File: src/wfq_pkg.sv
package wfq_pkg;

  localparam int unsigned TAG_W    = 48;
  localparam int unsigned ID_W     = 16;
  localparam int unsigned WGT_W    = 16;
  localparam int unsigned LEN_W    = 16;
  localparam int unsigned ADDR_W   = 32;
  localparam int unsigned PORT_W   = 16;
  localparam int unsigned FIDX_W   = 4;
  localparam int unsigned OSUM_W   = 20;
  // running weight sum: enough for 256 flows of full weight
  localparam int unsigned SUM_W    = 24;
  // dividend is the length shifted into Q16.24 over a Q8.8 weight, giving a Q24.16 quotient
  localparam int unsigned DIVD_W   = LEN_W + 24;

  localparam logic [TAG_W-1:0]  TAG_MAX = {TAG_W{1'b1}};
  localparam logic [OSUM_W-1:0] OSUM_MAX = {OSUM_W{1'b1}};
  localparam logic [WGT_W-1:0]  WGT_RST = 16'd256;

  typedef enum logic [1:0] {
    REQ_ARRIVE = 2'd0,
    REQ_SERVE  = 2'd1,
    REQ_QUERY  = 2'd2,
    REQ_NONE   = 2'd3
  } req_e;

  typedef enum logic [1:0] {
    ST_OK    = 2'd0,
    ST_FULL  = 2'd1,
    ST_EMPTY = 2'd2
  } status_e;

  typedef enum logic [1:0] {
    CMD_NONE = 2'd0,
    CMD_PUSH = 2'd1,
    CMD_POP  = 2'd2
  } cmd_e;

  // record handed from cell to cell during a scan
  typedef struct packed {
    logic             hit;
    logic             hit_full;
    logic [WGT_W-1:0] hit_weight;
    logic [TAG_W-1:0] hit_last;
    logic             free_hit;
    logic             best_vld;
    logic [TAG_W-1:0] best_tag;
    logic [ID_W-1:0]  best_id;
    logic [SUM_W-1:0] sum;
  } scan_t;

  // update broadcast to the row of cells
  typedef struct packed {
    cmd_e              op;
    logic              create;
    logic [ADDR_W-1:0] src_addr;
    logic [ADDR_W-1:0] dst_addr;
    logic [2*PORT_W-1:0] ports;
    logic [WGT_W-1:0]  weight;
    logic [TAG_W-1:0]  tag;
    logic [ID_W-1:0]   id;
  } cmd_t;

  function automatic logic [WGT_W-1:0] nz_weight(input logic [WGT_W-1:0] w);
    nz_weight = (w == '0) ? {{(WGT_W-1){1'b0}}, 1'b1} : w;
  endfunction

endpackage

File: src/wfq_cell.sv
module wfq_cell import wfq_pkg::*; #(
  parameter int unsigned FLOWS      = 16,
  parameter int unsigned FLOW_DEPTH = 16,
  parameter int unsigned CELL_IDX   = 0
) (
  input  logic                       clk_i,
  input  logic                       rst_ni,
  input  scan_t                      scan_i,
  input  logic [$clog2(FLOWS)-1:0]   hit_idx_i,
  input  logic [$clog2(FLOWS)-1:0]   free_idx_i,
  input  logic [$clog2(FLOWS)-1:0]   best_idx_i,
  output scan_t                      scan_o,
  output logic [$clog2(FLOWS)-1:0]   hit_idx_o,
  output logic [$clog2(FLOWS)-1:0]   free_idx_o,
  output logic [$clog2(FLOWS)-1:0]   best_idx_o,
  input  logic [ADDR_W-1:0]          src_addr_i,
  input  logic [ADDR_W-1:0]          dst_addr_i,
  input  logic [2*PORT_W-1:0]        ports_i,
  input  logic [TAG_W-1:0]           round_i,
  input  cmd_t                       cmd_i,
  input  logic [$clog2(FLOWS)-1:0]   cmd_idx_i
);
  localparam int unsigned IW = $clog2(FLOWS);
  localparam int unsigned DW = $clog2(FLOW_DEPTH);
  localparam int unsigned PW = $clog2(FLOW_DEPTH + 1);
  localparam logic [IW-1:0] ME = IW'(CELL_IDX);

  logic                valid_q;
  logic [ADDR_W-1:0]   src_q, dst_q;
  logic [2*PORT_W-1:0] ports_q;
  logic [WGT_W-1:0]    weight_q;
  logic [TAG_W-1:0]    last_q;
  logic [PW-1:0]       pend_q;
  logic [DW-1:0]       head_q, tail_q, wr_ptr;
  logic [TAG_W-1:0]    mem_tag [FLOW_DEPTH];
  logic [ID_W-1:0]     mem_id  [FLOW_DEPTH];
  logic [TAG_W-1:0]    head_tag_q;
  logic [ID_W-1:0]     head_id_q;

  scan_t         scan_d;
  logic [IW-1:0] hit_idx_d, free_idx_d, best_idx_d;
  logic          sel, push, pop;

  function automatic logic [DW-1:0] ptr_next(input logic [DW-1:0] p);
    ptr_next = (p == DW'(FLOW_DEPTH - 1)) ? '0 : DW'(p + 1'b1);
  endfunction

  always_comb begin
    scan_d     = scan_i;
    hit_idx_d  = hit_idx_i;
    free_idx_d = free_idx_i;
    best_idx_d = best_idx_i;
    if (valid_q && !scan_i.hit && src_q == src_addr_i && dst_q == dst_addr_i &&
        ports_q == ports_i) begin
      scan_d.hit        = 1'b1;
      scan_d.hit_full   = (pend_q == PW'(FLOW_DEPTH));
      scan_d.hit_weight = weight_q;
      scan_d.hit_last   = last_q;
      hit_idx_d         = ME;
    end
    if (!valid_q && !scan_i.free_hit) begin
      scan_d.free_hit = 1'b1;
      free_idx_d      = ME;
    end
    // strict compare keeps the lower index on a tie
    if (valid_q && pend_q != '0 && (!scan_i.best_vld || head_tag_q < scan_i.best_tag)) begin
      scan_d.best_vld = 1'b1;
      scan_d.best_tag = head_tag_q;
      scan_d.best_id  = head_id_q;
      best_idx_d      = ME;
    end
    if (valid_q && last_q > round_i) begin
      scan_d.sum = scan_i.sum + SUM_W'(weight_q);
    end
  end

  always_ff @(posedge clk_i) begin
    scan_o     <= scan_d;
    hit_idx_o  <= hit_idx_d;
    free_idx_o <= free_idx_d;
    best_idx_o <= best_idx_d;
  end

  assign sel    = (cmd_idx_i == ME);
  assign push   = sel && (cmd_i.op == CMD_PUSH);
  assign pop    = sel && (cmd_i.op == CMD_POP);
  assign wr_ptr = cmd_i.create ? '0 : tail_q;

  always_ff @(posedge clk_i or negedge rst_ni) begin
    if (!rst_ni) begin
      valid_q <= 1'b0;
      pend_q  <= '0;
      head_q  <= '0;
      tail_q  <= '0;
    end else if (push) begin
      valid_q <= 1'b1;
      if (cmd_i.create) begin
        pend_q <= PW'(1);
        head_q <= '0;
        tail_q <= ptr_next('0);
      end else begin
        pend_q <= pend_q + 1'b1;
        tail_q <= ptr_next(tail_q);
      end
    end else if (pop) begin
      pend_q <= pend_q - 1'b1;
      head_q <= ptr_next(head_q);
    end
  end

  always_ff @(posedge clk_i) begin
    if (push) begin
      if (cmd_i.create) begin
        src_q   <= cmd_i.src_addr;
        dst_q   <= cmd_i.dst_addr;
        ports_q <= cmd_i.ports;
      end
      weight_q        <= cmd_i.weight;
      last_q          <= cmd_i.tag;
      mem_tag[wr_ptr] <= cmd_i.tag;
      mem_id[wr_ptr]  <= cmd_i.id;
    end
    head_tag_q <= mem_tag[head_q];
    head_id_q  <= mem_id[head_q];
  end

  assert property (@(posedge clk_i) disable iff (!rst_ni)
    pop |-> pend_q != '0)
    else $error("pop from an empty flow queue");
  assert property (@(posedge clk_i) disable iff (!rst_ni)
    push && !cmd_i.create |-> valid_q && pend_q != PW'(FLOW_DEPTH))
    else $error("push to a missing or full flow queue");
  assert property (@(posedge clk_i) disable iff (!rst_ni)
    pend_q <= PW'(FLOW_DEPTH))
    else $error("flow occupancy beyond depth");
endmodule

File: config.mk
export PLATFORM = sky130hd
export DESIGN_NAME = wfq_cell
export DESIGN_NICKNAME = d
export VERILOG_FILES = /design/src/wfq_pkg.sv /design/src/wfq_cell.sv
export SDC_FILE = /design/constraint.sdc
export NUM_CORES = 2
export LEC_CHECK = 0
export BUFFER_PORTS_ARGS = -buffer_cell sky130_fd_sc_hd__buf_4
export CORE_MARGIN = 2
export CORE_UTILIZATION = 44
export DETAILED_ROUTE_END_ITERATION = 6
export PLACE_DENSITY_LB_ADDON = 0.25
export SLEW_MARGIN = 0
export SYNTH_ARGS = -nofsm -noshare
export SYNTH_HDL_FRONTEND = slang
export SYNTH_SLANG_ARGS = --single-unit
File: constraint.sdc
create_clock -name clk_i -period 7.7 [get_ports clk_i]
set_input_delay 0.77 -clock clk_i [delete_from_list [all_inputs] [get_ports clk_i]]
set_output_delay 0.77 -clock clk_i [all_outputs]
set_load 0.02 [all_outputs]
======== Word level (Yosys, flattened, before mapping) ========
Memories as Yosys holds them, arrays and structs flattened. A register that Yosys moved wholly into a read port is not among the register bits.
Index checks and enable logic that the tools add are counted.
W data, S select, Z words.
word-level totals
  RAM bits ................................ 1024
  ROM bits ................................ 0
  flip-flop bits (word level) ............. 342
  memories ................................ 2
  latch bits .............................. 0
  word-level logic and storage cells ...... 74
  input bits .............................. 497
operators by class
  bitwise logic cells ..................... 0
  $add $sub $neg .......................... 5
  muxes and demuxes ....................... 15
  reductions and logical operators ........ 20
  multipliers ............................. 0
  equal/unequal tests ..................... 9
  div/mod/pow operators ................... 0
  order comparisons ....................... 2
  shift-type cells ........................ 0
memories
  memory   words  bits a word  rd ports  clocked after Yosys merged registers in  wr ports  line            text
  mem_tag  16     48           1         1                                        1         wfq_cell.sv:35  logic [TAG_W-1:0] mem_tag [FLOW_DEPTH];
  mem_id   16     16           1         1                                        1         wfq_cell.sv:36  logic [ID_W-1:0] mem_id [FLOW_DEPTH];
operators by type and width
  cell                   number
  $eq A32 B32 Y1         3
  $mux W65               1
  $mux W64               1
  $gt A48 B48 Y1         1
  $lt A48 B48 Y1         1
  $mux W4                7
  $add A24 B16 Y24       1
  $mux W24               1
  $mux W5                3
  $logic_and A1 B1 Y1    10
  $add A4 B1 Y4 const B  2
  $eq A4 B4 Y1 const B   2
  $add A5 B1 Y5 const B  1
  $eq A5 B5 Y1 const B   1
  $reduce_bool A5 Y1     1
  $sub A5 B1 Y5 const B  1
  $logic_not A1 Y1       4
  $logic_not A4 Y1       1
  $reduce_and A2 Y1      2
  $eq A2 B1 Y1 const B   1
  $eq A2 B2 Y1 const B   1
  $mux W1                2
  $ne A2 B2 Y1 const B   1
  $reduce_bool A2 Y1     1
  $logic_or A1 B1 Y1     1

======== Logic depth before layout (Yosys ltp) ========
  depth in word-level cells ............... 6
  depth in mapped cells ................... 12
  gate-level depth less buffers ........... 10

======== Worst setup path before layout ========
Ideal clock, no wire load.
  kind .................................... input-to-reg
  from .................................... input port cmd_idx_i[1]
  to ...................................... memory mem_id[4][0], enable pin
  cell stages on the path ................. 5
  data arrival time ....................... 8666 ps
  library setup time ...................... 644 ps
  path slack .............................. -1610 ps
  buffers on the path ..................... 0
  cells stage by stage .................... nor4_1 > nand3b_1 > clkinv_1 > nand2b_1 > nor4_1
between the ends
  cells in the longest elaborated chain, start to end .. 4
ends and longest elaborated chain
  element                        line             text
  from (decl)                    wfq_cell.sv:21   input logic [$clog2(FLOWS)-1:0] cmd_idx_i
  $logic_not A4 Y1               wfq_cell.sv:84   assign sel = (cmd_idx_i == ME);
  $logic_and A1 B1 Y1            wfq_cell.sv:85   assign push = sel && (cmd_i.op == CMD_PUSH);
  net push                       wfq_cell.sv:42   logic sel, push, pop;
  $mux W1                        wfq_cell.sv:112  if (push) begin
  $mux W1 (not written as such)  wfq_cell.sv:121  mem_id[wr_ptr] <= cmd_i.id;
  to (decl)                      wfq_cell.sv:36
The timed path passes the listed nets, and every way through them passes these cells.

==> results.py <==
metrics = {
    "run_status": {
        "status": "complete, but fails checks",
        "violations": "DRC",
    },
    "yosys": {
        "yosysUniqueCellTypes": 65,
        "synthXorXnorAreaFrac": 0.0116,
        "syn_nets": 3370,
        "yosysSeqAreaShare": 0.738,
        "synthAdderAreaFrac": 0.0266,
        "synth_top_area_share": 0.647,
        "ys_top_cells_by_area": "edfxtp_1 65%, mux4_2 13%, dfxtp_1 8.5%",
        "synthMuxAreaShare": 0.160,
        "synth.largest_area_cell": "edfxtp_1",
        "synth_top_family_by_area": "multiplexers",
        "synthArstFlopShare": 0.00979,
        "ys_ff_latch": 1430,
        "synth_common_cells": "1,184 x edfxtp_1, 320 x mux4_2, 232 x dfxtp_1",
        "syn_inst": 2757,
        "synth-simple-area-share": 0.0214,
        "ys_warn_count": 0,
        "netlist_area_um2": 54900,
        "synth-edff-count": 1184,
        "synthMostInstantiatedCell": "edfxtp_1",
        "synth_area_per_cell_um2": 19.9,
        "synth_ff_type": "edfxtp_1",
        "synth_compound_gate_area_share": 0.0245,
    },
    "power": {
        "power.share.clock": 0.382,
        "p_per_area_nw_per_um2": 274,
        "total_power_mw": 18.3,
        "p_seq_frac": 0.482,
        "leakage_nw": 23.6,
        "combPwrFrac": 0.136,
        "swShare": 0.242,
        "intPower_mw": 13.9,
        "ir_drop_mv": 0.229,
        "p_sw_mw": 4.44,
    },
    "drt": {
        "drc": 130,
        "dr.pass1.iters": 7,
        "wl_per_cell_um": 27.7,
        "postRouteAntennaNets": 0,
        "routed_wl_um": 147000,
        "vias_per_cell": 5.48,
        "vias": 28997,
        "first_iter_violations": 2640,
    },
    "worst_setup_path": {
        "criticalPathCategory": "reg2reg",
        "reg2reg_from": "last_q[31]",
        "cp.required_ps": 8350,
        "worstReg2RegEnd": "scan_o[0]",
        "crit_fanout": 36,
        "rrSetupSlack_ps": 3440,
        "crit_path_end_kind": "flop",
        "crit_path_start_kind": "flop",
        "critical_path.endpoint": "scan_o[0]",
        "reg2reg_depth": 8,
        "critical_path_arrival_ps": 4920,
        "critical_path.startpoint": "last_q[31]",
    },
    "clocking": {
        "clk_pin_slew_worst_paths_ps": 60,
        "cts_root_buf": "clkbuf_16",
        "cts_resized": 0,
        "clk_latency_ps": 790,
        "cts_max_level": 4,
        "cts_inserted_buffers": 149,
        "hold_buffers": 1,
        "max-clock-path-buffers": 3,
        "cts_num_sinks": 1430,
        "cts_tree": "done",
        "cts_setup_buffers": 0,
    },
    "job": {
        "drv_cap": 0,
    },
    "global_route": {
        "gr-usage-all-layers": 0.229,
        "overflow": 0,
        "grt_pass1_wl_um": 209000,
        "grt_antenna_before_repair": 23,
        "grt_max_degree": 93,
        "grt_pass1_vias": 30001,
    },
    "timing": {
        "finalHoldViolCount": 0,
        "setup_violations": 0,
        "period_minus_slack_ps": 4260,
        "post-route-period-util": 0.554,
        "relSlewSlack": 0.258,
        "clock_skew_ps": 46.7,
        "max_freq_mhz": 234,
        "slew_viol_final": 0,
        "rsz0062_at_grt": "no",
        "holdWs_ps": 173,
        "worstMarginPinSlew_ps": 1110,
    },
    "die": {
        "dieHeight_um": 357,
        "die_w_um": 357,
        "rows": 129,
        "floorplan.core_area_um2": 124000,
        "design.die.area_um2": 128000,
        "start_util": 0.444,
        "io_pins": 665,
    },
    "final_layout": {
        "fin_util": 0.540,
        "final.fill_count": 9686,
        "fin_nets": 4133,
        "fin_area_um2": 66900,
        "syn_to_final_growth_pct": 21.8,
        "drive_above_1_share": 0.383,
        "stdcell_count": 5287,
    },
    "min_path": {
        "hp-class": "in2reg",
    },
    "placement": {
        "hpwlAfterDp_um": 97400,
        "dp_cells": 5005,
        "place_area_um2": 62100,
        "io_buffer_count": 664,
        "gp_congestion": 0.892,
    },
}
power groups by stage:
stage               Combinational, mW  Clock, mW  Sequential (mW)
finish                           2.48       7.00             8.82
global route                     2.66       7.47             8.84
CTS                              2.53       7.17             8.83
detailed placement               2.52          0             8.99
global placement                 2.51          0             8.99
floorplan                        1.40          0             9.06
metrics by stage:
step	TNS, ps	setup slack (ps)
floorplan	-308930	-1610
global placement	0	2880
detailed placement	0	2740
CTS	0	3330
global route	0	3260
finish	0	3440
flip-flops by register name, indices dropped and copies added (netlist names):
signal	cells
last_q	48
src_q	32
head_tag_q	48
pend_q	5
head_id_q	16
mem_tag	768
free_idx_o	4
dst_q	32
hit_idx_o	4
weight_q	16
mem_id	256
head_q	4
valid_q	1
tail_q	4
best_idx_o	4
scan_o	156
ports_q	32
kinds of logic after synthesis:
family | Yosys count
simple gates | 232
buf+inv | 247
fa+ha+maj | 116
flops | 1430
mux | 454
compound gates | 205
xor+xnor | 73
metal layers:
layer	track usage	vias up	part of all wire	wire length, um
li1	-	12634	-	-
met1	0.285	15047	0.38	55900
met2	0.396	1058	0.52	75600
met3	0.0500	240	0.072	10500
met4	0.0799	18	0.031	4530
met5	0	-	0.00074	108
how the worst min path moves through the flow:
stage / from / end / cells past startpoint
2_1_floorplan: head_id_q[0] / scan_o[24] / 1
3_3_place_gp: head_id_q[3] / scan_o[27] / 1
3_5_place_dp: head_id_q[2] / scan_o[26] / 1
4_1_cts: best_idx_i[1] / best_idx_o[1] / 2
5_1_grt: cmd_i[66] / weight_q[2] / 1
6_report: cmd_i[101] / ports_q[21] / 1
final cells by class:
| cell class | instances | area [um^2] | share of cell area |
|---|---|---|---|
| diodes | 5 | 12.5 | 0.000187 |
| clock buffers | 201 | 4010 | 0.0600 |
| clock inverters | 75 | 781 | 0.0117 |
| inverters | 149 | 564 | 0.00844 |
| multi-input cells | 1080 | 13500 | 0.202 |
| flip-flops and latches | 1430 | 40600 | 0.607 |
| well taps | 1637 | 2050 | 0.0306 |
| repair buffers | 710 | 5360 | 0.0801 |
layout by cell type, fill, tap and decap left out, types with 44 or more instances in the layout:
cell type  count
inv_1        147
nand2_1       53
mux2_2       116
ha_1         115
edfxtp_1    1184
xor2_1        44
clkbuf_16    149
o21ai_0       48
buf_4        707
mux4_2       320
dfxtp_1      232
worst max-delay path, stage by stage (launching register included):
cell and delay, ps:
edfxtp_1 450, ha_1 370, nand4_1 220, nor4_1 880, nand4_1 510, o21a_1 370, o21a_1 140, a31oi_4 760
mux2_2 420
Note: power is estimated with default switching activity, not from simulation.
