==> config.mk <==
export PLATFORM = sky130hd
export DESIGN_NAME = wfq_div
export DESIGN_NICKNAME = d
export VERILOG_FILES = /design/src/wfq_pkg.sv /design/src/wfq_div.sv
export SDC_FILE = /design/constraint.sdc
export NUM_CORES = 1
export LEC_CHECK = 0
export BUFFER_PORTS_ARGS = -buffer_cell sky130_fd_sc_hd__buf_2
export CORE_MARGIN = 1
export CORE_UTILIZATION = 45
export DETAILED_ROUTE_END_ITERATION = 8
export PLACE_DENSITY_LB_ADDON = 0.15
export REMOVE_ABC_BUFFERS = 1
export SLEW_MARGIN = 40
export SYNTH_ARGS = -nofsm -noshare
export SYNTH_HDL_FRONTEND = slang
export SYNTH_SLANG_ARGS = --single-unit
==> constraint.sdc <==
create_clock -name clk_i -period 3.1 [get_ports clk_i]
set_clock_uncertainty 0.2 [all_clocks]
set_input_delay 0.62 -clock clk_i [delete_from_list [all_inputs] [get_ports clk_i]]
set_output_delay 0.62 -clock clk_i [all_outputs]
set_load 0.005 [all_outputs]
==> src/wfq_pkg.sv <==
package wfq_pkg;

  localparam int unsigned TAG_W    = 48;
  localparam int unsigned ID_W     = 16;
  localparam int unsigned WGT_W    = 16;
  localparam int unsigned LEN_W    = 16;
  localparam int unsigned ADDR_W   = 32;
  localparam int unsigned PORT_W   = 16;
  localparam int unsigned FIDX_W   = 4;
  localparam int unsigned OSUM_W   = 20;
  // running weight sum: enough for 256 flows of full weight
  localparam int unsigned SUM_W    = 24;
  // dividend is the length shifted into Q16.24 over a Q8.8 weight, giving a Q24.16 quotient
  localparam int unsigned DIVD_W   = LEN_W + 24;

  localparam logic [TAG_W-1:0]  TAG_MAX = {TAG_W{1'b1}};
  localparam logic [OSUM_W-1:0] OSUM_MAX = {OSUM_W{1'b1}};
  localparam logic [WGT_W-1:0]  WGT_RST = 16'd256;

  typedef enum logic [1:0] {
    REQ_ARRIVE = 2'd0,
    REQ_SERVE  = 2'd1,
    REQ_QUERY  = 2'd2,
    REQ_NONE   = 2'd3
  } req_e;

  typedef enum logic [1:0] {
    ST_OK    = 2'd0,
    ST_FULL  = 2'd1,
    ST_EMPTY = 2'd2
  } status_e;

  typedef enum logic [1:0] {
    CMD_NONE = 2'd0,
    CMD_PUSH = 2'd1,
    CMD_POP  = 2'd2
  } cmd_e;

  // record handed from cell to cell during a scan
  typedef struct packed {
    logic             hit;
    logic             hit_full;
    logic [WGT_W-1:0] hit_weight;
    logic [TAG_W-1:0] hit_last;
    logic             free_hit;
    logic             best_vld;
    logic [TAG_W-1:0] best_tag;
    logic [ID_W-1:0]  best_id;
    logic [SUM_W-1:0] sum;
  } scan_t;

  // update broadcast to the row of cells
  typedef struct packed {
    cmd_e              op;
    logic              create;
    logic [ADDR_W-1:0] src_addr;
    logic [ADDR_W-1:0] dst_addr;
    logic [2*PORT_W-1:0] ports;
    logic [WGT_W-1:0]  weight;
    logic [TAG_W-1:0]  tag;
    logic [ID_W-1:0]   id;
  } cmd_t;

  function automatic logic [WGT_W-1:0] nz_weight(input logic [WGT_W-1:0] w);
    nz_weight = (w == '0) ? {{(WGT_W-1){1'b0}}, 1'b1} : w;
  endfunction

endpackage

==> src/wfq_div.sv <==
module wfq_div import wfq_pkg::*; (
  input  logic              clk_i,
  input  logic              rst_ni,
  input  logic              start_i,
  input  logic [DIVD_W-1:0] dividend_i,
  input  logic [WGT_W-1:0]  divisor_i,
  output logic              busy_o,
  output logic              done_o,
  output logic [DIVD_W-1:0] quot_o
);
  localparam int unsigned CW = $clog2(DIVD_W + 1);

  logic [CW-1:0]     cnt_q, cnt_d;
  logic              busy_q, busy_d, done_q, done_d;
  logic [DIVD_W-1:0] quo_q, quo_d;
  logic [WGT_W-1:0]  rem_q, rem_d, dvs_q, dvs_d;
  logic [WGT_W:0]    rem_sh;

  // one quotient bit a cycle, restoring
  always_comb begin
    cnt_d  = cnt_q;
    busy_d = busy_q;
    done_d = 1'b0;
    quo_d  = quo_q;
    rem_d  = rem_q;
    dvs_d  = dvs_q;
    rem_sh = {rem_q, quo_q[DIVD_W-1]};
    if (start_i) begin
      busy_d = 1'b1;
      cnt_d  = '0;
      quo_d  = dividend_i;
      rem_d  = '0;
      dvs_d  = divisor_i;
    end else if (busy_q) begin
      if (rem_sh >= {1'b0, dvs_q}) begin
        rem_d = WGT_W'(rem_sh - {1'b0, dvs_q});
        quo_d = {quo_q[DIVD_W-2:0], 1'b1};
      end else begin
        rem_d = rem_sh[WGT_W-1:0];
        quo_d = {quo_q[DIVD_W-2:0], 1'b0};
      end
      cnt_d = cnt_q + 1'b1;
      if (cnt_q == CW'(DIVD_W - 1)) begin
        busy_d = 1'b0;
        done_d = 1'b1;
      end
    end
  end

  always_ff @(posedge clk_i or negedge rst_ni) begin
    if (!rst_ni) begin
      busy_q <= 1'b0;
      done_q <= 1'b0;
      cnt_q  <= '0;
    end else begin
      busy_q <= busy_d;
      done_q <= done_d;
      cnt_q  <= cnt_d;
    end
  end

  always_ff @(posedge clk_i) begin
    quo_q <= quo_d;
    rem_q <= rem_d;
    dvs_q <= dvs_d;
  end

  assign busy_o = busy_q;
  assign done_o = done_q;
  assign quot_o = quo_q;
endmodule

Yosys cells after proc, flatten, opt, wreduce, memory -nomap -nowiden
Cells that the tools add are included.
- reduce and logical (&&, ||, !) cells: 1
- mux-type cells: 12
- equality and inequality tests: 1
- order comparisons: 1
- add/subtract/negate cells: 2
- operator list (cell ; count):
    40-bit two-way mux ; 2
    17-bit by 16-bit >= comparator with 1-bit output ; 1
    16-bit two-way mux ; 1
    16-bit subtractor ; 1
    6-bit two-way mux ; 2
    1-bit two-way mux ; 7
    6-bit by 1-bit adder with 6-bit output (second input constant) ; 1
    6-bit equality test (second input constant) ; 1
    2-bit nonzero test ; 1
- bits of input ports: 59
- flip-flop bits (word level): 80
- output and inout port bits: 42

Longest topological paths before layout
Gate-level depths: netlist of run 1.
- depth after elaboration: 4
- gate-level depth with buffers: 11
- gate-level depth less buffers: 10

Least setup slack after synthesis of run 1
No wires, ideal clock.
- path kind: register to register
- start point: register dvs_q[8]
- end point: register rem_q[11]
- period minus slack after synthesis: 2.496 ns
- cell stages (with the launch flop): 12
- setup slack: 0.604 ns
- required time: 2.838 ns
- path buffers: 2
- data arrival time: 2.234 ns
- path through: edfxtp_1 inv_1 ha_1 buf_2 and3_4 nand2_2 nor4_2 nor2_1 a31o_1 buf_6 or4b_1 nand3_1
- cells in the longest elaborated chain, start to end: 2
- elaborated cells between the ends (all ways): 3
- those cells by class: 1 x add/sub; 1 x order compare; 1 x mux
- ends and longest elaborated chain (what ; RTL line ; source):
    start: declaration ; wfq_div.sv:16 ; logic [WGT_W-1:0] rem_q, rem_d, dvs_q, dvs_d;
    start signal: assignment ; wfq_div.sv:65 ; dvs_q <= dvs_d;
    16-bit subtractor or 17-bit by 16-bit >= comparator with 1-bit output (tied branches) ; wfq_div.sv:36, wfq_div.sv:35 ;
    16-bit two-way mux (*) ; wfq_div.sv:35 ; if (rem_sh >= {1'b0, dvs_q}) begin
    end signal: assignment ; wfq_div.sv:64 ; rem_q <= rem_d;
    end: declaration ; wfq_div.sv:16 ;
Mark *: on every way between the ends. The rest lies on a longest branch, timed or not.
A chain may end at the register's enable or synchronous reset.

Worst setup path after layout of run 1
- start point: register dvs_q[8]
- end point: register rem_q[7]
- cells in the longest elaborated chain, start to end: 2
- ends and longest elaborated chain (what ; RTL line):
    17-bit by 16-bit >= comparator with 1-bit output ; wfq_div.sv:35
    16-bit two-way mux ; wfq_div.sv:35
No other way between the ends.

==> qor.yml, run 1 <==
crit_slowest_cell: "ha_1"
min_path_type: "in2reg"
worst_path_largest_cell_delay_ps: 400
critPathRequiredTime_ps: 3130
drive_above_1_share: 0.373
syn_area_per_cell_um2: 11.9
cts_resized: 0
wl_per_cell_um: 15.1
synth-main-ff-cell: "edfxtp_1"
whs_ps: 233
gp_congestion: 0.922
dp_cells: 544
ir_drop_mv: 0.281
clock.fmax_mhz: 358
rsz0062_at_grt: "no"
reg2reg_slack_ps: 310
grt_pass1_wl_mm: 14.0
vias: 2983
insertion_delay_ps: 360
path_class: "reg2reg"
cp-end-kind: "register"
htree_num_levels: 3
synthArstFlopShare: 0.100
synth_seq_cells: 80
grt.total_usage: 0.187
path_clk_slew_ps: 90
yosysTopAreaCellShare: 0.412
dr.pass1.iters: 4
fin_nets: 525
hold_viol: 0
seq_area_frac_synth: 0.539
layout_common_cells: "buf_2, edfxtp_1, mux2_2"
slew_violations: 0
dpl.hpwl_mm: 5.97
grt_max_degree: 42
cts.sinks: 80
cts.path.max_buffers: 2
start_util: 0.466
finalSetupTns_ps: 0
drt-vias-per-instance: 5.32
setup-violations-final: 0
instances_no_fill: 561
syn_area_um2: 4090
cts_tree: "yes"
antenna_found_initial: 0
cts_buffers: 9
portBuffers: 100
status: "completed"
io_pins: 101
cp-start-kind: "register"
synth-edff-count: 56
p_per_area_nw_per_um2: 491
yosys.area.top_type: "edfxtp_1"
cts_setup_buffers: 0
drt_iter0_drc: 137
min_period_ps: 2790
diodes: 0
synth_cell_types: 54
rows: 34
core_um2: 8760
synthTopCellsByArea: "edfxtp_1, mux2_2, dfxtp_1, ha_1, dfrtp_1"
path_max_fanout: 7
p_total_mw: 2.43
slew_headroom: 0.591
leakage_nw: 2.11
cp.arrival_ps: 2820
mostFrequentLayoutCell: "buf_2"
cts-root-buf: "clkbuf_8"
final.period_utilization: 0.900
ant_nets: 0
die_h_um: 97.3
die-area_um2: 9460
ys_warn_count: 0
max_slew.worst_pin.slew_ps: 614
overflow: 0
grt_pass1_vias: 2922
path_cells: "inv_1 > ha_1 > and3_4 > nand2_2 > nor4_2 > nor2_1 > a31oi_2 > buf_4 > nor3_1 > a2111oi_0"
wirelength_mm: 8.48
drcViolationCount: 0
die_w_um: 97.3
syn_inst: 344
area_delta_synth_final_pct: 20.9
maxCapViolations: 0
## metrics by stage
step	setup WS [ps]	cell area, um2	utilization
after global routing	20.7	4940	0.564
final	309	4940	0.564
after floorplan	412	4010	-
after CTS	292	4940	0.564
after detailed placement	321	4710	0.538
after global placement	382	4710	0.538
## layout make-up
class,instances,area (um2)
clock buffer,10,128
inverter,23,86.3
tap,108,135
multi-input combinational,226,1720
sequential,80,2200
fill,810,3820
timing repair buffer,108,576
clock inverter,6,91.3
## flip-flops by register name, indices dropped and copies added, names as in the netlist
signal  count
dvs_q      16
busy_o      1
done_o      1
cnt_q       6
quot_o     40
rem_q      16
## synthesized netlist by cell type, drive strengths merged (3+ instances only)
master   n
edfxtp  56
mux2    41
nor2    33
nand2   27
inv     23
ha      17
dfxtp   16
xnor2   12
a21oi   11
o21ai   11
clkbuf   9
mux2i    9
dfrtp    8
a211oi   7
nand3    7
buf      6
nor3     4
xor2     4
a311oi   3
a31oi    3
and3     3
nand2b   3
nand4    3
nand4b   3
## report_power, final
group          switching [mW]  internal, mW
combinational           0.142         0.166
clock                   0.395         0.456
sequential             0.0362          1.23
total                   0.573          1.85
## repair_timing
| action | in CTS | in global routing |
|---|---|---|
| hold endpoints to repair | 8 | 0 |
| endpoints found under the setup margin | 0 | 0 |
| hold buffers | 1 | 0 |
## metal layers
layer	wire length (um)	vias to the layer above	share of wire	GRT usage
li1	-	1475	-	-
met1	3870	1407	0.46	0.241
met2	3830	89	0.45	0.290
met3	626	12	0.074	0.0576
met4	153	0	0.018	0.0860
met5	0	-	0	0
## worst paths after layout
check,from,endpoint,cells after the start
setup reg to reg,dvs_q[8],rem_q[7],10
hold / removal,divisor_i[3],dvs_q[3],1
hold reg to reg,rem_q[15],rem_q[15],2
max in group asynchronous,rst_ni,done_o,2
setup / recovery,dvs_q[8],rem_q[7],10
min in group asynchronous,rst_ni,cnt_q[3],2
## logic make-up (layout without fill, tap and decap cells)
group,Yosys count,count (layout),synth area share
mux,50,50,0.135
xor+xnor,16,16,0.0343
simple gates,89,89,0.104
fa+ha+maj,18,18,0.0570
flops,80,80,0.539
buf+inv,38,147,0.0395
compound gates,53,53,0.0916
## worst max-delay path: cells and delay by family (launching register included)
kind / cells / cell delay [ps]
buffers and inverters: 2 / 280
adder cells (fa/ha/maj): 1 / 400
AND/OR/NAND/NOR: 5 / 740
flip-flops: 1 / 330
AO/OA/AOI/OAI: 2 / 710
No activity file was read; power rests on OpenSTA's default activity.
==> run 2, diff against run 1 <==
--- a/config.mk
+++ b/config.mk
@@ -9,7 +9,7 @@
 export CORE_MARGIN = 1
 export CORE_UTILIZATION = 45
 export DETAILED_ROUTE_END_ITERATION = 8
-export PLACE_DENSITY_LB_ADDON = 0.15
+export PLACE_DENSITY = 0.76
 export REMOVE_ABC_BUFFERS = 1
 export SLEW_MARGIN = 40
 export SYNTH_ARGS = -nofsm -noshare
==> run 2 against run 1 <==
Cell count grew 0.36%. Critical path depth shrank 1. Wire length grew 5.1%. Die area is the same. Power shrank 2.8%. Clock-buffer cell count is the same. Register-to-register slack gained 90 ps. Sequential power is essentially flat. Via count grew 1.8%. Critical endpoint is now rem_q[11].
==> qor.yml, run 2 (synthesis results as in run 1) <==
cp-start-kind: "register"
place_area_um2: 4710  # about the same
power_switching_mw: 0.585  # +1.9%
status: "completed"
rsz0062_at_grt: "no"
path_clk_slew_ps: 90  # about the same
p_comb_frac: 0.134  # +0.007
path_class: "reg2reg"
ir_drop_mv: 0.307  # +9.3%
largest_register_ffs: 40  # unchanged
start_util: 0.466  # unchanged
layout_common_cells: "buf_2, edfxtp_1, mux2_2"
worstHoldStart: "divisor_i[14]"
fin_nets: 527  # +0.38%
io_pins: 101  # unchanged
cp.arrival_ps: 2790  # -30 ps
whs_ps: 239  # +5.93 ps
cts_resized: 0  # unchanged
dpl.hpwl_mm: 6.63  # +11%
rows: 34  # unchanged
pwr-share-seq: 0.539  # +0.017
max_slew.worst_pin.slew_ps: 612  # -1.77 ps
diodes: 0  # unchanged
drt_iter0_drc: 120  # -12%
vias: 3038  # +1.8%
hold_viol: 0  # unchanged
grt.total_usage: 0.198  # +0.0108
cp-end-kind: "register"
dr.pass1.iters: 5  # +1
min_path_type: "in2reg"
internal_power_mw: 1.77  # -4.3%
grt_max_degree: 32  # -24%
die_h_um: 97.3  # unchanged
core_um2: 8760  # unchanged
mostFrequentLayoutCell: "buf_2"
fin_util: 0.561  # -0.00228
htree_num_levels: 3  # unchanged
portBuffers: 100  # unchanged
pwr-share-clk: 0.327  # -0.024
leakage_nw: 2.11  # about the same
drcViolationCount: 0  # unchanged
die_w_um: 97.3  # unchanged
grt_pass1_vias: 3062  # +4.8%
dp_cells: 546  # +0.37%
cts_tree: "yes"
instances_no_fill: 563  # +0.36%
r2r_start: "dvs_q[6]"
overflow: 0  # unchanged
finalSetupTns_ps: 0  # unchanged
cts-root-buf: "clkbuf_8"
stdcell_area_um2: 4920  # -0.41%
wl_per_cell_um: 15.8  # +4.7%
min_period_ps: 2700  # -89.1 ps
slew_headroom: 0.590  # about the same
antenna_found_initial: 0  # unchanged
final.period_utilization: 0.872  # -0.0287
ant_nets: 0  # unchanged
n_fill_cell: 741  # -8.5%
cts.path.max_buffers: 2  # unchanged
p_per_area_nw_per_um2: 479  # -2.4%
drt-vias-per-instance: 5.40  # +1.5%
sw_frac_of_total: 0.248  # +0.0116
path_max_fanout: 9  # +2
die-area_um2: 9460  # unchanged
slew_violations: 0  # unchanged
crit_path_start: "dvs_q[6]"
maxCapViolations: 0  # unchanged
clock.fmax_mhz: 370  # +3.3%
area_delta_synth_final_pct: 20.4
critPathRequiredTime_ps: 3190  # +60 ps
cts.sinks: 80  # unchanged
setup-violations-final: 0  # unchanged
gp_congestion: 0.843  # -8.6%
grt_pass1_wl_mm: 14.8  # +5.8%
cts_setup_buffers: 0  # unchanged
wirelength_mm: 8.91  # +5.1%
insertion_delay_ps: 350  # about the same
cts_buffers: 9  # unchanged
drive_above_1_share: 0.376  # +0.00276
run 2: changes by cell type in the layout (fill, tap and decap cells not counted), sizes merged:
cell,delta
clkinv,+3
buf,+2
clkinvlp,-2
bufinv,-1
run 2: critical path: stages, from the launching register on:
cell,delay (ps)
edfxtp_1,340
inv_1,50
ha_1,390
and3_4,250
nand2_2,70
nor4_2,250
nor2_1,100
a31o_1,350
or4b_1,560
nand3_1,90
run 2: routing by layer:
layer | GRT usage | part of all wire | vias up
met2 | 0.316 | 0.47 | 102
met5 | 0 | 0 | -
met1 | 0.256 | 0.44 | 1455
met3 | 0.0655 | 0.075 | 8
met4 | 0.0611 | 0.012 | 0
li1 | - | - | 1473
run 2: stage by stage:
step | total power [mW] | worst slack, ps
global route | 2.46 | 219
floorplan | 1.45 | 412
global placement | 1.59 | 506
CTS | 2.37 | 385
detailed placement | 1.61 | 423
finish | 2.36 | 398
run 2: power by group through the flow:
stage	Sequential (mW)	Combinational, mW	Clock [mW]
floorplan	1.29	0.162	0
global placement	1.29	0.303	0
detailed placement	1.29	0.314	0
CTS	1.27	0.316	0.786
global route	1.28	0.348	0.834
finish	1.27	0.315	0.772
run 2: final timing paths:
| path | end | slack, ps | cells after the start |
|---|---|---|---|
| worst max-delay path | rem_q[11] | 400 | 9 |
| worst min-delay path | dvs_q[14] | 240 | 1 |
| worst max register to register | rem_q[11] | 400 | 9 |
| worst min register to register | rem_q[15] | 270 | 2 |
| max in group asynchronous | busy_o | 2090 | 2 |
| min in group asynchronous | cnt_q[3] | 430 | 2 |
run 2: what timing repair did:
item	in CTS	in global routing
endpoints found under the setup margin	0	0
endpoints found under the hold margin	8	0
hold buffers	1	0
run 2: cell type report:
cell class                      instances  area, um2  share of cell area
Clock buffer                           10        128              0.0259
Tap cell                              108        135              0.0275
Inverter                               23       86.3              0.0175
Sequential cell                        80       2200               0.448
Timing Repair Buffer                  110        578               0.117
Multi-Input combinational cell        226       1720               0.350
Clock inverter                          6       68.8              0.0140
